[src/rtl/core/cbs_pkg.sv]
// Package: shared types and constants for the codebook background subtractor.
`timescale 1ns / 1ps
package cbs_pkg;
  localparam int ChanW = 8;
  localparam int NumChan = 4;

  typedef enum logic [1:0] {
    CMD_LEARN  = 2'd0,
    CMD_CLEAR  = 2'd1,
    CMD_DETECT = 2'd2,
    CMD_NOP    = 2'd3
  } cmd_t;

  typedef enum logic [1:0] {
    REG_LEARN_BOUNDS = 2'd0,
    REG_MAX_MARGINS  = 2'd1,
    REG_MIN_MARGINS  = 2'd2
  } reg_idx_t;

  typedef logic [NumChan-1:0][ChanW-1:0] pix_t;

  // Compare results one lane reports to the merge stage.
  typedef struct packed {
    logic learn_hit;
    logic detect_hit;
  } lane_flags_t;

  function automatic logic [ChanW-1:0] sat_add(input logic [ChanW-1:0] a,
                                               input logic [ChanW-1:0] b);
    logic [ChanW:0] s;
    s = {1'b0, a} + {1'b0, b};
    return s[ChanW] ? {ChanW{1'b1}} : s[ChanW-1:0];
  endfunction

  function automatic logic [ChanW-1:0] sat_sub(input logic [ChanW-1:0] a,
                                               input logic [ChanW-1:0] b);
    return (a < b) ? '0 : a - b;
  endfunction
endpackage

[src/rtl/core/cbs_lane.sv]
// Lane: tests one codebook entry against the pixel for learn and detect.
`timescale 1ns / 1ps
module cbs_lane #(
  parameter int CHANNELS = 3
) (
  input  cbs_pkg::pix_t        pix,
  input  cbs_pkg::pix_t        lhigh,
  input  cbs_pkg::pix_t        llow,
  input  cbs_pkg::pix_t        emax,
  input  cbs_pkg::pix_t        emin,
  input  cbs_pkg::pix_t        max_m,
  input  cbs_pkg::pix_t        min_m,
  output cbs_pkg::lane_flags_t flags
);
  import cbs_pkg::*;
  logic [NumChan-1:0] lok, dok;
  always_comb begin
    for (int n = 0; n < NumChan; n++) begin
      if (n < CHANNELS) begin
        lok[n] = (pix[n] >= llow[n]) && (pix[n] <= lhigh[n]);
        dok[n] = ({1'b0, emax[n]} + {1'b0, max_m[n]} >= {1'b0, pix[n]}) &&
                 ({1'b0, emin[n]} <= {1'b0, pix[n]} + {1'b0, min_m[n]});
      end else begin
        lok[n] = 1'b1;
        dok[n] = 1'b1;
      end
    end
    flags.learn_hit  = &lok;
    flags.detect_hit = &dok;
  end
endmodule

[config.mk]
export PLATFORM = sky130hd
export DESIGN_NAME = cbs_lane
export DESIGN_NICKNAME = d
export VERILOG_FILES = /design/src/rtl/core/cbs_pkg.sv /design/src/rtl/core/cbs_lane.sv
export SDC_FILE = /design/constraint.sdc
export NUM_CORES = 1
export LEC_CHECK = 0
export BUFFER_PORTS_ARGS = -buffer_cell sky130_fd_sc_hd__clkbuf_2
export CORE_MARGIN = 2
export CORE_UTILIZATION = 43
export DETAILED_ROUTE_END_ITERATION = 10
export PLACE_DENSITY = 0.94
export SYNTH_ARGS = -nofsm -noshare
export SYNTH_HDL_FRONTEND = slang
export SYNTH_SLANG_ARGS = --single-unit
[constraint.sdc]
create_clock -name vclk -period 3
set_input_delay 0.3 -clock vclk [all_inputs]
set_output_delay 0.3 -clock vclk [all_outputs]
set_load 0.02 [all_outputs]
==> results_dict.tcl, run 1 <==
set metrics [dict create \
    status "complete, but fails checks" \
    violations "negative setup slack" \
    worst-endpoint-required_ns 2.70 \
    pwr_density_cell_nw_per_um2 197 \
    grt_max_degree 6 \
    most_common_library_cell_in_the_layout_ignoring_fill_and_taps "clkbuf_2" \
    worstPathCellList "buf_8, ha_4, fa_2, a21o_1, a21oi_2, o21bai_1, a21oi_1, xor2_1, ha_1, a211oi_2, o211ai_1, a31oi_1, a311o_1, o211ai_1, nor4_4, clkbuf_8" \
    rsz0062_at_grt "true" \
    power_frac_seq 0 \
    first_global_vias 4471 \
    detail_route.wl_per_cell_um 13.0 \
    area_growth_pct 36.6 \
    final.setup.worst_slack_ns -0.515 \
    routedLengthMet1_mm 4.55 \
    mappedNetlistNets 880 \
    hold_violations 0 \
    num_io_pins 226 \
    drt.antenna.violating_nets 0 \
    synthesis.area_um2 3940 \
    n_sequential_cell 0 \
    hold_path.class "input port to output pin" \
    drt-pass1-iter-count 4 \
    power.switching_fraction 0.481 \
    num_vias 4364 \
    met2_wirelength_mm 5.48 \
    finish.net_count 1102 \
    maxUsedRoutingLayer "met4" \
    critical_path.endpoint_type "output pin" \
    dieWidth_um 99.8 \
    synth_largest_type_area_fraction 0.457 \
    synth_cell_types 37 \
    internal-power_mw 0.550 \
    floorplan.initialDensity 0.448 \
    final_layout_size_suffix_gt1_frac 0.315 \
    drc 0 \
    drt-total-wl_mm 10.8 \
    placed_cell_area_um2 5350 \
    gr-usage-all-layers 0.216 \
    cp_slowest_stage_delay_ns 0.36 \
    crit_path_top_delay_cell "fa_2" \
    path_buf_inv 2 \
    max-vdd-ir-drop_mv 0.116 \
    critical_path.most_common_cell "o211ai_1" \
    seq_area_um2 0 \
    yosys-top-cells-area "ha_1 46%, inv_1 8.6%, a21oi_1 4.4%" \
    netlist_instances 506 \
    combinational_share_of_power 1.000 \
    p_switching_mw 0.510 \
    worst_setup_slack_post_dpl_ns -0.617 \
    placement.io_buffers 170 \
    num-fill-cells 763 \
    grt.overflow.total 0 \
    viasPerCell 5.23 \
    synth.largest_area_cell "ha_1" \
    max-cap-violations 0 \
    final_setup_violation_count 1 \
    synth_warnings 0 \
    fp-row-count 34 \
    start_kind "input port" \
    total_leakage_power_nw 3.20 \
    crit_path_dat_ns 3.22 \
    power.clock.fraction 0 \
    routed-wl-met3_um 524 \
    layout.cells.non_filler 834 \
    worst-path-max-fanout 3 \
    slew_violations 0 \
    layout.clock_buffers 0 \
    grt_pass1_wl_mm 18.4 \
    hpwl_mm 10.2 \
    final_period_minus_worst_setup_slack_ns 3.52 \
    cts_setup_buffers 0 \
    detailedRoute.firstIterationViolations 62 \
    die-area_um2 9950 \
    synth_area_per_cell_um2 7.79 \
    cp_top_family "compound AO/OA/AOI/OAI gates" \
    placeableCoreArea_um2 8810 \
    globalplace.congestion 0.894 \
    place_inst 834 \
    max_slew.worst_pin.slew_ns 0.424 \
    most-common-layout-cells "167 x clkbuf_2, 143 x ha_1, 90 x inv_1, 50 x buf_4, 33 x a21oi_1" \
    finished_cell_area_um2 5390 \
    timing.setup.critical_path_class "input port to output pin" \
    final.period_utilization 1.17 \
    grt_antenna_before_repair 0 \
    timing.slew.headroom 0.714 \
    die_y_um 99.8 \
    insertedDiodeCount 0 \
    fmax_ghz 0.284 \
    synth_seq_area_share 0 \
]
## worst paths after layout
kind | slack, ns | cells after the start | startpoint | endpoint
worst max-delay path | -0.52 | 16 | pix[16] | flags[0]
worst min-delay path | 1.26 | 7 | lhigh[7] | flags[1]
## what timing repair did
| item | CTS | global route |
|---|---|---|
| gates resized for setup | 5 | 3 |
| endpoints found under the setup margin | 1 | 1 |
| pin swaps | 0 | 0 |
| hold buffers | 0 | 0 |
| endpoints found under the hold margin | 0 | 0 |
## power by group through the flow
stage | clock network, mW | logic, mW | registers [mW]
6_report | 0 | 1.06 | 0
5_1_grt | 0 | 1.21 | 0
2_1_floorplan | 0 | 0.661 | 0
3_3_place_gp | 0 | 1.00 | 0
3_5_place_dp | 0 | 1.05 | 0
4_1_cts | 0 | 1.06 | 0
## per-layer routing
metal	vias to the layer above	global-route usage
met2	124	0.429
met3	24	0.0174
met1	1944	0.249
li1	2272	-
met4	0	0.0464
met5	-	0
## area by class of cell
| cell class | instances | area (um2) | share of cell area |
|---|---|---|---|
| well taps | 108 | 135 | 0.0251 |
| repair buffers | 220 | 1250 | 0.232 |
| multi-input cells | 416 | 3660 | 0.680 |
| inverters | 90 | 338 | 0.0627 |
## cells by family (layout without fill, tap and decap cells)
logic type               after synthesis  count (layout)  share of synthesized area
adder cells (fa/ha/maj)              150             150                      0.487
AO/OA/AOI/OAI                        138             138                      0.229
AND/OR/NAND/NOR                       96              96                      0.127
buffers and inverters                 90             310                     0.0857
XOR/XNOR                              32              32                     0.0711
## cells in the mapped netlist, types with 9 or more instances
master / instances
ha_1: 144
inv_1: 90
a21oi_1: 35
o21ai_0: 25
nor2_1: 21
xnor2_1: 20
a21o_1: 18
nor2b_1: 18
o21a_1: 16
xor2_1: 12
nand2_1: 11
nand2b_1: 11
nand3_1: 9
## metrics by stage
stage	hold slack (ns)	total power, mW	setup TNS [ns]	util
after floorplan	0.994	0.661	-0.139	-
after global placement	1.26	1.00	-0.485	0.608
after detailed placement	1.27	1.05	-0.617	0.608
after CTS	1.28	1.06	-0.519	0.610
after global routing	1.32	1.21	-0.736	0.612
final	1.26	1.06	-0.515	0.612
No activity file was read; power rests on OpenSTA's default activity.
==> inputs of run 2 (changes only) <==
--- a/config.mk
+++ b/config.mk
@@ -6,10 +6,13 @@
 export NUM_CORES = 1
 export LEC_CHECK = 0
 export BUFFER_PORTS_ARGS = -buffer_cell sky130_fd_sc_hd__clkbuf_2
+export CELL_PAD_IN_SITES_DETAIL_PLACEMENT = 0
+export CELL_PAD_IN_SITES_GLOBAL_PLACEMENT = 2
 export CORE_MARGIN = 2
-export CORE_UTILIZATION = 43
+export CORE_UTILIZATION = 22
 export DETAILED_ROUTE_END_ITERATION = 10
-export PLACE_DENSITY = 0.94
+export PLACE_DENSITY = 0.93
+export SLEW_MARGIN = 40
 export SYNTH_ARGS = -nofsm -noshare
 export SYNTH_HDL_FRONTEND = slang
 export SYNTH_SLANG_ARGS = --single-unit
==> run 2 against run 1 <==
Effect of this change:
- the run still ends with negative setup slack left
- core utilization down 29 points
- maximum frequency down 1.5%
- non-clock buffer count up 11
- global-route usage down 9.7 points
- sequential cell count unchanged
- first-iteration DRC count up 44%
- design area up 4.2%
- combinational power about the same
- worst setup slack worse by 0.054 ns
- sequential share of layout area unchanged
- via count down 5.6%
- die area up 91%
- critical endpoint unchanged
- largest power group unchanged
- highest routed layer unchanged
==> results_dict.tcl, run 2 (synthesis results as in run 1) <==
set metrics [dict create \
    critical_path.endpoint_type "output pin" \
    num_io_pins 226 \
    cts_setup_buffers 0 \
    grt_pass1_wl_mm 18.4 \
    worst-endpoint-required_ns 2.70 \
    drt-pass1-iter-count 4 \
    placement.io_buffers 170 \
    place_inst 962 \
    worst-path-max-fanout 3 \
    cp_top_family "compound AO/OA/AOI/OAI gates" \
    rsz0062_at_grt "true" \
    timing.setup.critical_path_class "input port to output pin" \
    status "complete, but fails checks" \
    finish.net_count 1113 \
    max-vdd-ir-drop_mv 0.0659 \
    num_vias 4119 \
    hold_violations 0 \
    drt-total-wl_mm 11.6 \
    max-cap-violations 0 \
    path_buf_inv 2 \
    crit_path_top_delay_cell "fa_2" \
    grt_antenna_before_repair 0 \
    worst_setup_path_startpoint "pix[16]" \
    start_kind "input port" \
    n_sequential_cell 0 \
    grt_max_degree 6 \
    final_period_minus_worst_setup_slack_ns 3.57 \
    hold_path.class "input port to output pin" \
    detail_route.wl_per_cell_um 12.1 \
    gr-usage-all-layers 0.119 \
    crit_path_dat_ns 3.27 \
    cp_slowest_stage_delay_ns 0.36 \
    area_growth_pct 42.3 \
    first_global_vias 4023 \
    cts-resized-gates 3 \
    drt.antenna.violating_nets 0 \
    final_layout_size_suffix_gt1_frac 0.324 \
    worstPathCellList "buf_8, ha_4, fa_2, a21o_1, a21oi_2, o21bai_1, a21oi_1, xor2_1, ha_1, a211oi_2, o211ai_1, a31oi_1, a311o_1, o211ai_1, nor4_4, clkbuf_8" \
    drc 0 \
    final.period_utilization 1.19 \
    dieWidth_um 138 \
    layout.clock_buffers 0 \
    detailedRoute.firstIterationViolations 89 \
    layout.cells.non_filler 962 \
    timing.slew.headroom 0.718 \
    cts_hold_repair.buffers 0 \
    endpoint "flags[0]" \
    most_common_library_cell_in_the_layout_ignoring_fill_and_taps "clkbuf_2" \
    critical_path.most_common_cell "o211ai_1" \
    pwr_density_cell_nw_per_um2 191 \
    grt.overflow.total 0 \
    die_y_um 138 \
    globalplace.congestion 0.860 \
    total_leakage_power_nw 3.25 \
    fmax_ghz 0.280 \
    max_slew.worst_pin.slew_ns 0.420 \
    worst-path-stages 16 \
    viasPerCell 4.28 \
    floorplan.initialDensity 0.226 \
    die-area_um2 19000 \
    placeableCoreArea_um2 17400 \
    violations "negative setup slack" \
    hpwl_mm 11.2 \
    most-common-layout-cells "167 x clkbuf_2, 143 x ha_1, 90 x inv_1, 61 x buf_4, 33 x a21oi_1" \
    insertedDiodeCount 0 \
    setup_tns_ns -0.570 \
    seq_area_um2 0 \
    fp-row-count 48 \
    slew_violations 0 \
    final_setup_violation_count 1 \
    final.setup.worst_slack_ns -0.570 \
]
## run 2: cell types whose count changed in the layout (fill, tap and decap cells not counted), sizes merged
cell / delta
buf: +11
## run 2: report_power, final
group,internal (mW),switching [mW],leakage [nW]
clock network,0,0,0
logic,0.563,0.509,3.25
registers,0,0,0
## run 2: worst min path at each step
| stage | from | endpoint | slack (ns) | cells past startpoint |
|---|---|---|---|---|
| after floorplan | pix[23] | flags[1] | 0.99 | 4 |
| after global placement | min_m[15] | flags[0] | 1.30 | 5 |
| after detailed placement | lhigh[7] | flags[1] | 1.31 | 7 |
| after CTS | min_m[15] | flags[0] | 1.30 | 5 |
| after global routing | lhigh[7] | flags[1] | 1.34 | 7 |
| final | min_m[15] | flags[0] | 1.28 | 5 |
## run 2: final cells by class
| type | instances | area, um2 |
|---|---|---|
| fill | 1898 | 11800 |
| multi-input combinational | 416 | 3660 |
| inverter | 90 | 338 |
| timing repair buffer | 231 | 1330 |
| tap | 225 | 282 |
## run 2: per-layer routing
| metal | GRT usage | up-vias | routed length, um |
|---|---|---|---|
| li1 | - | 2293 | - |
| met1 | 0.162 | 1717 | 5560 |
| met2 | 0.210 | 101 | 5290 |
| met3 | 0.0113 | 8 | 645 |
| met4 | 0.00907 | 0 | 111 |
| met5 | 0 | - | 0 |
## run 2: per-stage QoR
stage               worst slack (ns)  utilization  power [mW]  hold WS [ns]  cell area, um2
global route                  -0.803        0.322        1.24          1.34            5610
floorplan                     -0.139            -       0.661         0.994            3990
detailed placement            -0.643        0.320        1.07          1.31            5580
global placement              -0.572        0.320        1.06          1.30            5580
CTS                           -0.639        0.321        1.09          1.30            5600
finish                        -0.570        0.322        1.07          1.28            5610
==> inputs of run 3 (changes only) <==
--- a/config.mk
+++ b/config.mk
@@ -12,6 +12,7 @@
 export CORE_UTILIZATION = 22
 export DETAILED_ROUTE_END_ITERATION = 10
 export PLACE_DENSITY = 0.93
+export RECOVER_POWER = 50
 export SLEW_MARGIN = 40
 export SYNTH_ARGS = -nofsm -noshare
 export SYNTH_HDL_FRONTEND = slang
==> run 3 against run 2 <==
Effect of this change:
- the run still ends with negative setup slack left
- combinational power about the same
- maximum frequency increased by 0.14%
- sequential cell count stayed put
- critical path type unchanged
- non-clock buffer count unchanged
- routed wire length unchanged
==> results_dict.tcl, run 3 (synthesis results as in run 1) <==
set metrics [dict create \
    status "complete, but fails checks" \
    finish.net_count 1113 \
    critical_path.most_common_cell "o211ai_1" \
    hold_start "min_m[15]" \
    power.clock.fraction 0 \
    grt_antenna_before_repair 0 \
    drt.antenna.violating_nets 0 \
    crit_path_dat_ns 3.26 \
    max-vdd-ir-drop_mv 0.0659 \
    internal-power_mw 0.563 \
    critical_path.endpoint_type "output pin" \
    cts_hold_repair.buffers 0 \
    place_inst 962 \
    placed_cell_area_um2 5580 \
    viasPerCell 4.28 \
    die-area_um2 19000 \
    num_vias 4119 \
    power_frac_seq 0 \
    worst-path-max-fanout 3 \
    p_switching_mw 0.509 \
    layout.clock_buffers 0 \
    dieWidth_um 138 \
    detailedRoute.firstIterationViolations 89 \
    report.power.total_mw 1.07 \
    total_leakage_power_nw 3.25 \
    grt_max_degree 6 \
    grt_pass1_wl_mm 18.4 \
    placeableCoreArea_um2 17400 \
    final.setup.worst_slack_ns -0.564 \
    final_period_minus_worst_setup_slack_ns 3.56 \
    max_slew.worst_pin.slew_ns 0.420 \
    die_y_um 138 \
    fp-row-count 48 \
    grt.overflow.total 0 \
    path_buf_inv 2 \
    placement.io_buffers 170 \
    hold_path.class "input port to output pin" \
    timing.slew.headroom 0.718 \
    globalplace.congestion 0.860 \
    timing.setup.critical_path_class "input port to output pin" \
    most-common-layout-cells "166 x clkbuf_2, 143 x ha_1, 90 x inv_1, 61 x buf_4, 33 x a21oi_1" \
    gr-usage-all-layers 0.119 \
    worst_setup_path_startpoint "pix[16]" \
    num_io_pins 226 \
    first_global_vias 4023 \
    slew_violations 0 \
    hold_violations 0 \
    combinational_share_of_power 1.000 \
    cp_top_family "compound AO/OA/AOI/OAI gates" \
    layout.cells.non_filler 962 \
    most_common_library_cell_in_the_layout_ignoring_fill_and_taps "clkbuf_2" \
    fin_util 0.322 \
    final_layout_size_suffix_gt1_frac 0.323 \
    violations "negative setup slack" \
    hpwl_mm 11.2 \
    max-cap-violations 0 \
    drt-pass1-iter-count 4 \
    start_kind "input port" \
    n_sequential_cell 0 \
    fmax_ghz 0.281 \
    cp_slowest_stage_delay_ns 0.36 \
    floorplan.initialDensity 0.226 \
    insertedDiodeCount 0 \
    seq_area_um2 0 \
    final_setup_violation_count 1 \
    finished_cell_area_um2 5610 \
    area_growth_pct 42.3 \
    power.switching_fraction 0.475 \
    detail_route.wl_per_cell_um 12.1 \
    drc 0 \
    worst-endpoint-required_ns 2.70 \
    pwr_density_cell_nw_per_um2 191 \
    drt-total-wl_mm 11.6 \
    crit_path_top_delay_cell "fa_2" \
    worstPathCellList "buf_8, ha_4, fa_2, a21o_1, a21oi_2, o21bai_1, a21oi_1, xor2_1, ha_1, a211oi_2, o211ai_1, a31oi_1, a311o_1, o211ai_1, nor4_4, clkbuf_8" \
    fin_hold_ws_ns 1.28 \
    rsz0062_at_grt "true" \
    final.period_utilization 1.19 \
]
## run 3: area by class of cell
| class | count | area (um2) |
|---|---|---|
| fillers | 1897 | 11800 |
| well taps | 225 | 282 |
| multi-input cells | 416 | 3660 |
| inverters | 90 | 338 |
| repair buffers | 231 | 1330 |
## run 3: power by group through the flow
stage / clock network, mW / registers (mW) / logic, mW
after floorplan: 0 / 0 / 0.661
after global placement: 0 / 0 / 1.06
after detailed placement: 0 / 0 / 1.07
after CTS: 0 / 0 / 1.09
after global routing: 0 / 0 / 1.24
final: 0 / 0 / 1.07
## run 3: metrics by stage
stage          setup slack (ns)  TNS [ns]
3_3_place_gp             -0.572    -0.572
2_1_floorplan            -0.139    -0.139
3_5_place_dp             -0.643    -0.643
4_1_cts                  -0.639    -0.639
6_report                 -0.564    -0.564
5_1_grt                  -0.803    -0.803
## run 3: timing repair
item / CTS / global route
resized for setup: 3 / 3
buffers inserted: 0 / 0
setup endpoints to repair: 1 / 1
## run 3: routing by layer
layer,vias up,share of wire,GRT usage
li1,2293,-,-
met5,-,0,0
met3,8,0.056,0.0113
met4,0,0.0096,0.00907
met1,1717,0.48,0.162
met2,101,0.46,0.210
## run 3: final timing paths
check  cells past startpoint  endpoint
min                        5  flags[0]
max                       16  flags[0]
